### src/tlag_pkg.sv
package tlag_pkg;

  // Largest grid that the row store holds.
  localparam int MAX_COLS = 64;
  localparam int MAX_ROWS = 64;

  // Coordinate, size and address widths.
  localparam int COL_W = $clog2(MAX_COLS);
  localparam int ROW_W = $clog2(MAX_ROWS);
  localparam int DIM_W = 7;
  localparam int ADDR_W = ROW_W + 1;
  localparam int BANK_ROWS = 2 * MAX_ROWS;

  // Neighbor count and the B3/S23 rule.
  localparam int CNT_W = 4;
  localparam logic [CNT_W-1:0] SURVIVE_LOW = CNT_W'(2);
  localparam logic [CNT_W-1:0] SURVIVE_HIGH = CNT_W'(3);
  localparam logic [CNT_W-1:0] BIRTH_COUNT = CNT_W'(3);

  // Command codes carried in s_tuser and echoed in m_tuser.
  typedef enum logic [1:0] {
    CMD_WRITE   = 2'd0,
    CMD_READ    = 2'd1,
    CMD_ADVANCE = 2'd2,
    CMD_NONE    = 2'd3
  } cmd_t;

  // Register indexes of the configuration port.
  localparam logic REG_COLS = 1'b0;
  localparam logic REG_ROWS = 1'b1;

  // Controls for one row update of an advance.
  typedef struct packed {
    logic             en;
    logic             copy_row;
    logic             cols_one;
    logic             rows_one;
    logic [DIM_W-1:0] cols;
  } rule_ctl_t;

endpackage

### src/tlag_row_rule.sv
module tlag_row_rule (
  input  logic                        clk,
  input  tlag_pkg::rule_ctl_t         ctl,
  input  logic [tlag_pkg::MAX_COLS-1:0] row_up,
  input  logic [tlag_pkg::MAX_COLS-1:0] row_mid,
  input  logic [tlag_pkg::MAX_COLS-1:0] row_dn,
  output logic [tlag_pkg::MAX_COLS-1:0] next_row
);

  logic [tlag_pkg::MAX_COLS-1:0] next_comb;

  // Count the neighbors of every column of the middle row and apply the rule.
  // A neighbor that wraps back onto the center cell is left out.
  always_comb begin
    logic [tlag_pkg::COL_W-1:0] xl;
    logic [tlag_pkg::COL_W-1:0] xr;
    logic [tlag_pkg::CNT_W-1:0] n;
    next_comb = '0;
    for (int x = 0; x < tlag_pkg::MAX_COLS; x++) begin
      xl = (x == 0) ? tlag_pkg::COL_W'(ctl.cols - tlag_pkg::DIM_W'(1))
                    : tlag_pkg::COL_W'(x - 1);
      xr = (tlag_pkg::DIM_W'(x + 1) >= ctl.cols) ? '0 : tlag_pkg::COL_W'(x + 1);
      n = '0;
      if (!ctl.cols_one) begin
        n = n + tlag_pkg::CNT_W'(row_mid[xl]) + tlag_pkg::CNT_W'(row_mid[xr]);
      end
      if (!ctl.rows_one) begin
        n = n + tlag_pkg::CNT_W'(row_up[x]) + tlag_pkg::CNT_W'(row_dn[x]);
      end
      if (!(ctl.cols_one && ctl.rows_one)) begin
        n = n + tlag_pkg::CNT_W'(row_up[xl]) + tlag_pkg::CNT_W'(row_up[xr])
              + tlag_pkg::CNT_W'(row_dn[xl]) + tlag_pkg::CNT_W'(row_dn[xr]);
      end
      if (ctl.copy_row || (tlag_pkg::DIM_W'(x) >= ctl.cols)) begin
        next_comb[x] = row_mid[x];
      end else if (row_mid[x]) begin
        next_comb[x] = n inside {[tlag_pkg::SURVIVE_LOW:tlag_pkg::SURVIVE_HIGH]};
      end else begin
        next_comb[x] = (n == tlag_pkg::BIRTH_COUNT);
      end
    end
  end

  // Hold the new row for the write-back cycle.
  always_ff @(posedge clk) begin
    if (ctl.en) begin
      next_row <= next_comb;
    end
  end

endmodule

### config.mk
export PLATFORM = sky130hd
export DESIGN_NAME = tlag_row_rule
export DESIGN_NICKNAME = d
export VERILOG_FILES = /design/src/tlag_pkg.sv /design/src/tlag_row_rule.sv
export SDC_FILE = /design/constraint.sdc
export NUM_CORES = 1
export LEC_CHECK = 0
export ABC_AREA = 0
export ABC_CLOCK_PERIOD_IN_PS = 9050
export BUFFER_PORTS_ARGS = -buffer_cell sky130_fd_sc_hd__buf_2
export CAP_MARGIN = 20
export CELL_PAD_IN_SITES_DETAIL_PLACEMENT = 1
export CELL_PAD_IN_SITES_GLOBAL_PLACEMENT = 1
export CORE_MARGIN = 5
export CORE_UTILIZATION = 30
export CTS_CLUSTER_DIAMETER = 200
export DETAILED_ROUTE_END_ITERATION = 10
export HOLD_SLACK_MARGIN = 0.05
export PLACE_DENSITY_LB_ADDON = 0.25
export RECOVER_POWER = 25
export SYNTH_ARGS = -nofsm -noshare
export SYNTH_HDL_FRONTEND = slang
export SYNTH_SLANG_ARGS = --single-unit
### constraint.sdc
create_clock -name clk -period 9.05 [get_ports clk]
set_clock_uncertainty 0.05 [all_clocks]
set_input_delay 1.81 -clock clk [delete_from_list [all_inputs] [get_ports clk]]
set_output_delay 1.81 -clock clk [all_outputs]
set_load 0.05 [all_outputs]
# After elaboration in Yosys (flattened, before gate mapping)
# Cells that the tools add are included.
# classes
addsub,449
magnitude_cmp,256
n_eq_ne,64
mux,767
reduce_logical,129
# op_table
cell,count
$add A4 B1 Y4,384
$bmux W1 S6,192
$mux W4,136
$mux W1,321
$eq A4 B2 Y1 const B,64
$ge A4 B2 Y1 const B,64
$le A4 B2 Y1 const B,64
$lt A6 B7 Y1 const B,33
$ge A6 B7 Y1 const A,32
$mux W6,32
$mux W2,66
$add A1 B1 Y2,64
$ge A5 B7 Y1 const A,16
$lt A5 B7 Y1 const B,16
$mux W5,16
$logic_and A1 B1 Y1,65
$logic_or A1 B1 Y1,64
$ge A4 B7 Y1 const A,8
$lt A4 B7 Y1 const B,8
$ge A3 B7 Y1 const A,4
$lt A3 B7 Y1 const B,4
$ge A1 B7 Y1 const A,2
$ge A2 B7 Y1 const A,2
$lt A2 B7 Y1 const B,2
3 further kinds,6
# word_totals
regBits,64
in_bits,204
out_inout_bits,64

# Logic depth before layout (Yosys ltp)
# logic_depth
ltp_word,18
depth_mapped,25
mapped_depth_nobuf,21

# Least setup slack after synthesis
# Ideal clock, no wire load.
# synth_path
path_kind,input -> register
startpoint,input port ctl[0] (netlist name)
endpoint,"register next_row[0] (netlist name), data pin"
arrival_ns,7.169
required_time_ns,8.868
path_slack_ns,1.699
path_stages,23
n_path_buf,5
cell_sequence,buf_6 buf_6 buf_6 inv_1 ha_1 buf_2 buf_6 mux4_2 a221oi_1 nand2_1 a32o_1 ha_1 nor2b_1 fa_1 mux2_2 fa_1 inv_1 fa_1 fa_1 a2111oi_0 a21oi_1 nor3_1 o32a_1
# synth_via
elab_chain_cells,18
word_cells_on_any_way,33
# synth_rtl
element,line_no,source
start: declaration,tlag_row_rule.sv:3,"input tlag_pkg::rule_ctl_t ctl,"
$ge A1 B7 Y1,tlag_row_rule.sv:22,xr = (tlag_pkg::DIM_W'(x + 1) >= ctl.cols) ? '0 : tlag_pkg::COL_W'(x + 1);
$mux W1,tlag_row_rule.sv:22,
$bmux W1 S6,tlag_row_rule.sv:25,n = n + tlag_pkg::CNT_W'(row_mid[xl]) + tlag_pkg::CNT_W'(row_mid[xr]);
$mux W1 (not written as such),tlag_row_rule.sv:25,
$add A1 B1 Y2,tlag_row_rule.sv:25,
$mux W2,tlag_row_rule.sv:24,if (!ctl.cols_one) begin
$add A4 B1 Y4 (2 in a row),tlag_row_rule.sv:28,n = n + tlag_pkg::CNT_W'(row_up[x]) + tlag_pkg::CNT_W'(row_dn[x]);
$mux W4,tlag_row_rule.sv:27,if (!ctl.rows_one) begin
$add A4 B1 Y4 (2 in a row),tlag_row_rule.sv:31,n = n + tlag_pkg::CNT_W'(row_up[xl]) + tlag_pkg::CNT_W'(row_up[xr])
$add A4 B1 Y4 (2 in a row),tlag_row_rule.sv:32,+ tlag_pkg::CNT_W'(row_dn[xl]) + tlag_pkg::CNT_W'(row_dn[xr]);
$mux W4,tlag_row_rule.sv:30,if (!(ctl.cols_one && ctl.rows_one)) begin
$ge A4 B2 Y1 / $le A4 B2 Y1 (equally long branches),tlag_row_rule.sv:37,next_comb[x] = n inside {[tlag_pkg::SURVIVE_LOW:tlag_pkg::SURVIVE_HIGH]};
$logic_and A1 B1 Y1,tlag_row_rule.sv:37,
$mux W1,tlag_row_rule.sv:36,end else if (row_mid[x]) begin
$mux W1 *,tlag_row_rule.sv:34,if (ctl.copy_row || (tlag_pkg::DIM_W'(x) >= ctl.cols)) begin
"named net next_comb, one bit",tlag_row_rule.sv:10,logic [tlag_pkg::MAX_COLS-1:0] next_comb;
end signal: assignment,tlag_row_rule.sv:47,next_row <= next_comb;
end: declaration,tlag_row_rule.sv:7,output logic [tlag_pkg::MAX_COLS-1:0] next_row
# The timed path passes the listed nets; every way through them passes the cells marked *. The select of a mux whose other input is x is not followed.
# A chain may end at the register's enable or synchronous reset.

# Worst setup path in the final report
# Ends and elaborated chain as after synthesis.

==> flow_summary_export.csv <==
group,metric,value,unit
outcome,outcome,"complete, but fails checks",
outcome,failed_checks,"max-capacitance violations, max-slew violations",
critical_path,worstPathRequired,9.27,ns
logic_synthesis,synth_top_area_share,24.84,%
job,maxCapViolations,1,
layout,regMostFlops,"next_row",
timing,setup_tns,0,ns
layout,syn2layout_area_growth,11.16,%
logic_synthesis,synth-seq-area-share,9.314,%
critical_path,critPathSlowestCell,"ha_2",
logic_synthesis,synth_edf_count,64,
drt,detail-route-antenna-nets,0,
critical_path,path_depth,22,
logic_synthesis,async_flop_share,0,%
layout,nNetsFinal,3115,
global_routing,globalRouteTotalUtil,21.95,%
drt,first_pass_iters,5,
drt,post_drt_wl_per_cell,24.49,um
critical_path,start_kind,"input pin",
placed_design,placed_area,22650,um2
global_routing,overflow,0,
die,die_y,272.3,um
timing,slew_violations,65,
logic_synthesis,synth_cell_types,59,
critical_path,path_class,"in2reg",
die,die_w,272.3,um
clock_network,postCtsHoldBufs,0,
die,io-pin-count,268,
timing,fmax,129.6,MHz
clock_network,cts_setup_buffers,0,
timing,rsz0062_at_grt,"no",
critical_path,endpoint,"next_row[0]",
global_routing,grt.busiest_layer,"met2",
placed_design,portBuffers,267,
timing,fin_hold_ws,1.747,ns
clock_network,cts_buffers,9,
clock_network,clock_sinks,64,
drt,drc,0,
timing,fin_crit_sh,85.23,%
timing,max-slew-margin-rel,-205.1,%
critical_path,cp_max_fo,16,
logic_synthesis,yosysWarnings,0,
global_routing,use_met2,37.04,%
placed_design,pre_cts_ws,0.9363,ns
global_routing,grt_pass1_wl,124400,um
clock_network,cts_tree,"done",
logic_synthesis,syn-cell-area,20630,um2
global_routing,grt_max_degree,105,
die,dieArea,74130,um2
critical_path,crit_chain,"buf_4 -> inv_1 -> ha_2 -> buf_4 -> mux4_2 -> mux2i_1 -> nor3_1 -> a221oi_2 -> nand3_1 -> a32o_1 -> ha_1 -> nor2b_1 -> fa_1 -> mux2_2 -> fa_1 -> inv_1 -> fa_1 -> fa_1 -> a2111oi_0 -> a21oi_1 -> nor3_1 -> o32a_1",
pwr,power_density,109.7,nW/um2
layout,largest_registers,"next_row x64",
global_routing,met3_usage,2.960,%
die,core-area,68470,um2
timing,setup_viol,0,
drt,num_vias,18440,
global_routing,met1_usage,28.49,%
placed_design,gp_congestion,0.9064,
logic_synthesis,synth_area_leader_cell,"fa_1",
layout,utilization,33.50,%
critical_path,crit_start,"ctl[0]",
drt,drt-total-wl,82130,um
global_routing,grt_pass1_vias,20190,
logic_synthesis,avgSynthCellArea,9.027,um2
critical_path,critical_path.endpoint_type,"register",
clock_network,clk_pin_slew_worst_paths,0.07,ns
layout,final_area,22940,um2
layout,largest_register_ffs,64,
logic_synthesis,syn-num-nets,2941,
logic_synthesis,synth_seq_cells,64,
worst_hold_path,hold_class,"in2reg",
critical_path,critPathTopFamily,"adder cells",
clock_network,cts-root-buf,"clkbuf_16",
clock_network,post_cts_resized,0,
logic_synthesis,synthTopCellsByArea,"fa_1, ha_1, edfxtp_1",
logic_synthesis,synth_cells,2286,
logic_synthesis,dominantRegCellSynth,"edfxtp_1",
timing,worstMarginPinSlew,4.576,ns
timing,fin_ws,1.337,ns
timing,finalHoldViolCount,0,
die,row_count,96,
pwr,power.leakage,10.40,nW
clock_network,h-tree-depth,3,
critical_path,worstPathBufferInverterCount,4,
pwr,ir_worst_vdd,0.00007966,V
layout,final_layout_size_suffix_gt1_share,19.63,%
clock_network,clockBufferDepth,2,
critical_path,crit_top_cell,"fa_1",
drt,via_per_inst,5.498,
critical_path,slowest_delay,0.68,ns
timing,finalWorstPathRequiredPeriod,7.713,ns
die,start_util,30.14,%
critical_path,worstPathArrival,7.94,ns
placed_design,place_hpwl,64860,um
global_routing,antenna_found_initial,8,
drt,drtIter0Drc,1012,
layout by cell type, fill, tap and decap left out, types with 6 or more instances in the layout:
master / n
inv_1: 397
edfxtp_1: 64
buf_4: 23
mux2_2: 127
a31oi_1: 58
mux4_1: 10
nand2_1: 165
a221oi_1: 6
mux4_2: 38
diode_2: 6
buf_2: 263
nor2b_1: 88
clkbuf_16: 9
nand2b_1: 65
a21oi_1: 119
o32a_1: 60
fa_1: 256
nor2_1: 109
nor3_1: 126
a2111oi_0: 56
o21ai_0: 50
a21o_1: 8
ha_1: 194
mux2i_1: 85
nand3_1: 12
where the power goes:
part           internal [mW]  total [mW]  switching [mW]
clock                  0.209       0.386           0.176
combinational          0.666        1.73            1.06
sequential             0.388       0.403          0.0155
how the worst min path moves through the flow:
stage                start      endpoint  slack (ns)  cells after the start
6_report       row_mid[34]  next_row[34]        1.75                      2
5_1_grt        row_mid[34]  next_row[34]        1.74                      2
4_1_cts        row_mid[57]  next_row[57]        1.72                      2
3_5_place_dp   row_mid[24]  next_row[24]        2.16                      2
3_3_place_gp   row_mid[57]  next_row[57]        2.16                      2
2_1_floorplan      ctl[10]   next_row[0]        1.87                      0
cell type report:
cell class	count	area (um2)
inverters	398	1494
flip-flops and latches	64	1922
clock inverters	6	50.05
diodes	6	15.01
well taps	882	1104
repair buffers	288	1506
fillers	8067	45530
clock buffers	10	229.0
multi-input cells	1699	16620
cell usage after synthesis (10+ instances only):
cell type / number
ha_1: 195
mux2i_1: 85
a2111oi_0: 56
clkbuf_1: 76
o21ai_0: 50
mux4_2: 38
o32a_1: 60
nor3_1: 126
nand2_1: 165
nand3_1: 12
a21oi_1: 119
nand2b_1: 65
edfxtp_1: 64
a31oi_1: 58
buf_2: 30
inv_1: 397
mux4_1: 10
nor2_1: 109
fa_1: 256
nor2b_1: 88
mux2_2: 127
layer usage:
metal / share of wire [%] / up-vias
met2: 48 / 546
met5: 0.016 / -
met1: 43 / 9513
met4: 3.5 / 2
met3: 5.2 / 136
li1: - / 8239
logic make-up (layout without fill, tap and decap cells):
group | count (synthesis) | count (layout) | synth area share, %
and+or+nand+nor | 586 | 586 | 13.63
buffers and inverters | 523 | 702 | 10.17
adders and majority gates | 451 | 451 | 36.66
AOI/OAI and AO/OA | 395 | 395 | 13.40
muxes | 261 | 261 | 16.53
DFF | 64 | 64 | 9.314
xor gates and xnor gates | 6 | 6 | 0.2911
other | 0 | 6 | 0
through the flow:
step                std cells  total power [mW]
floorplan                2286             1.615
global placement         3331             2.054
detailed placement       3331             2.143
CTS                      3347             2.549
global route             3353             2.762
finish                   3353             2.516
(Power assumes the default switching activity.)
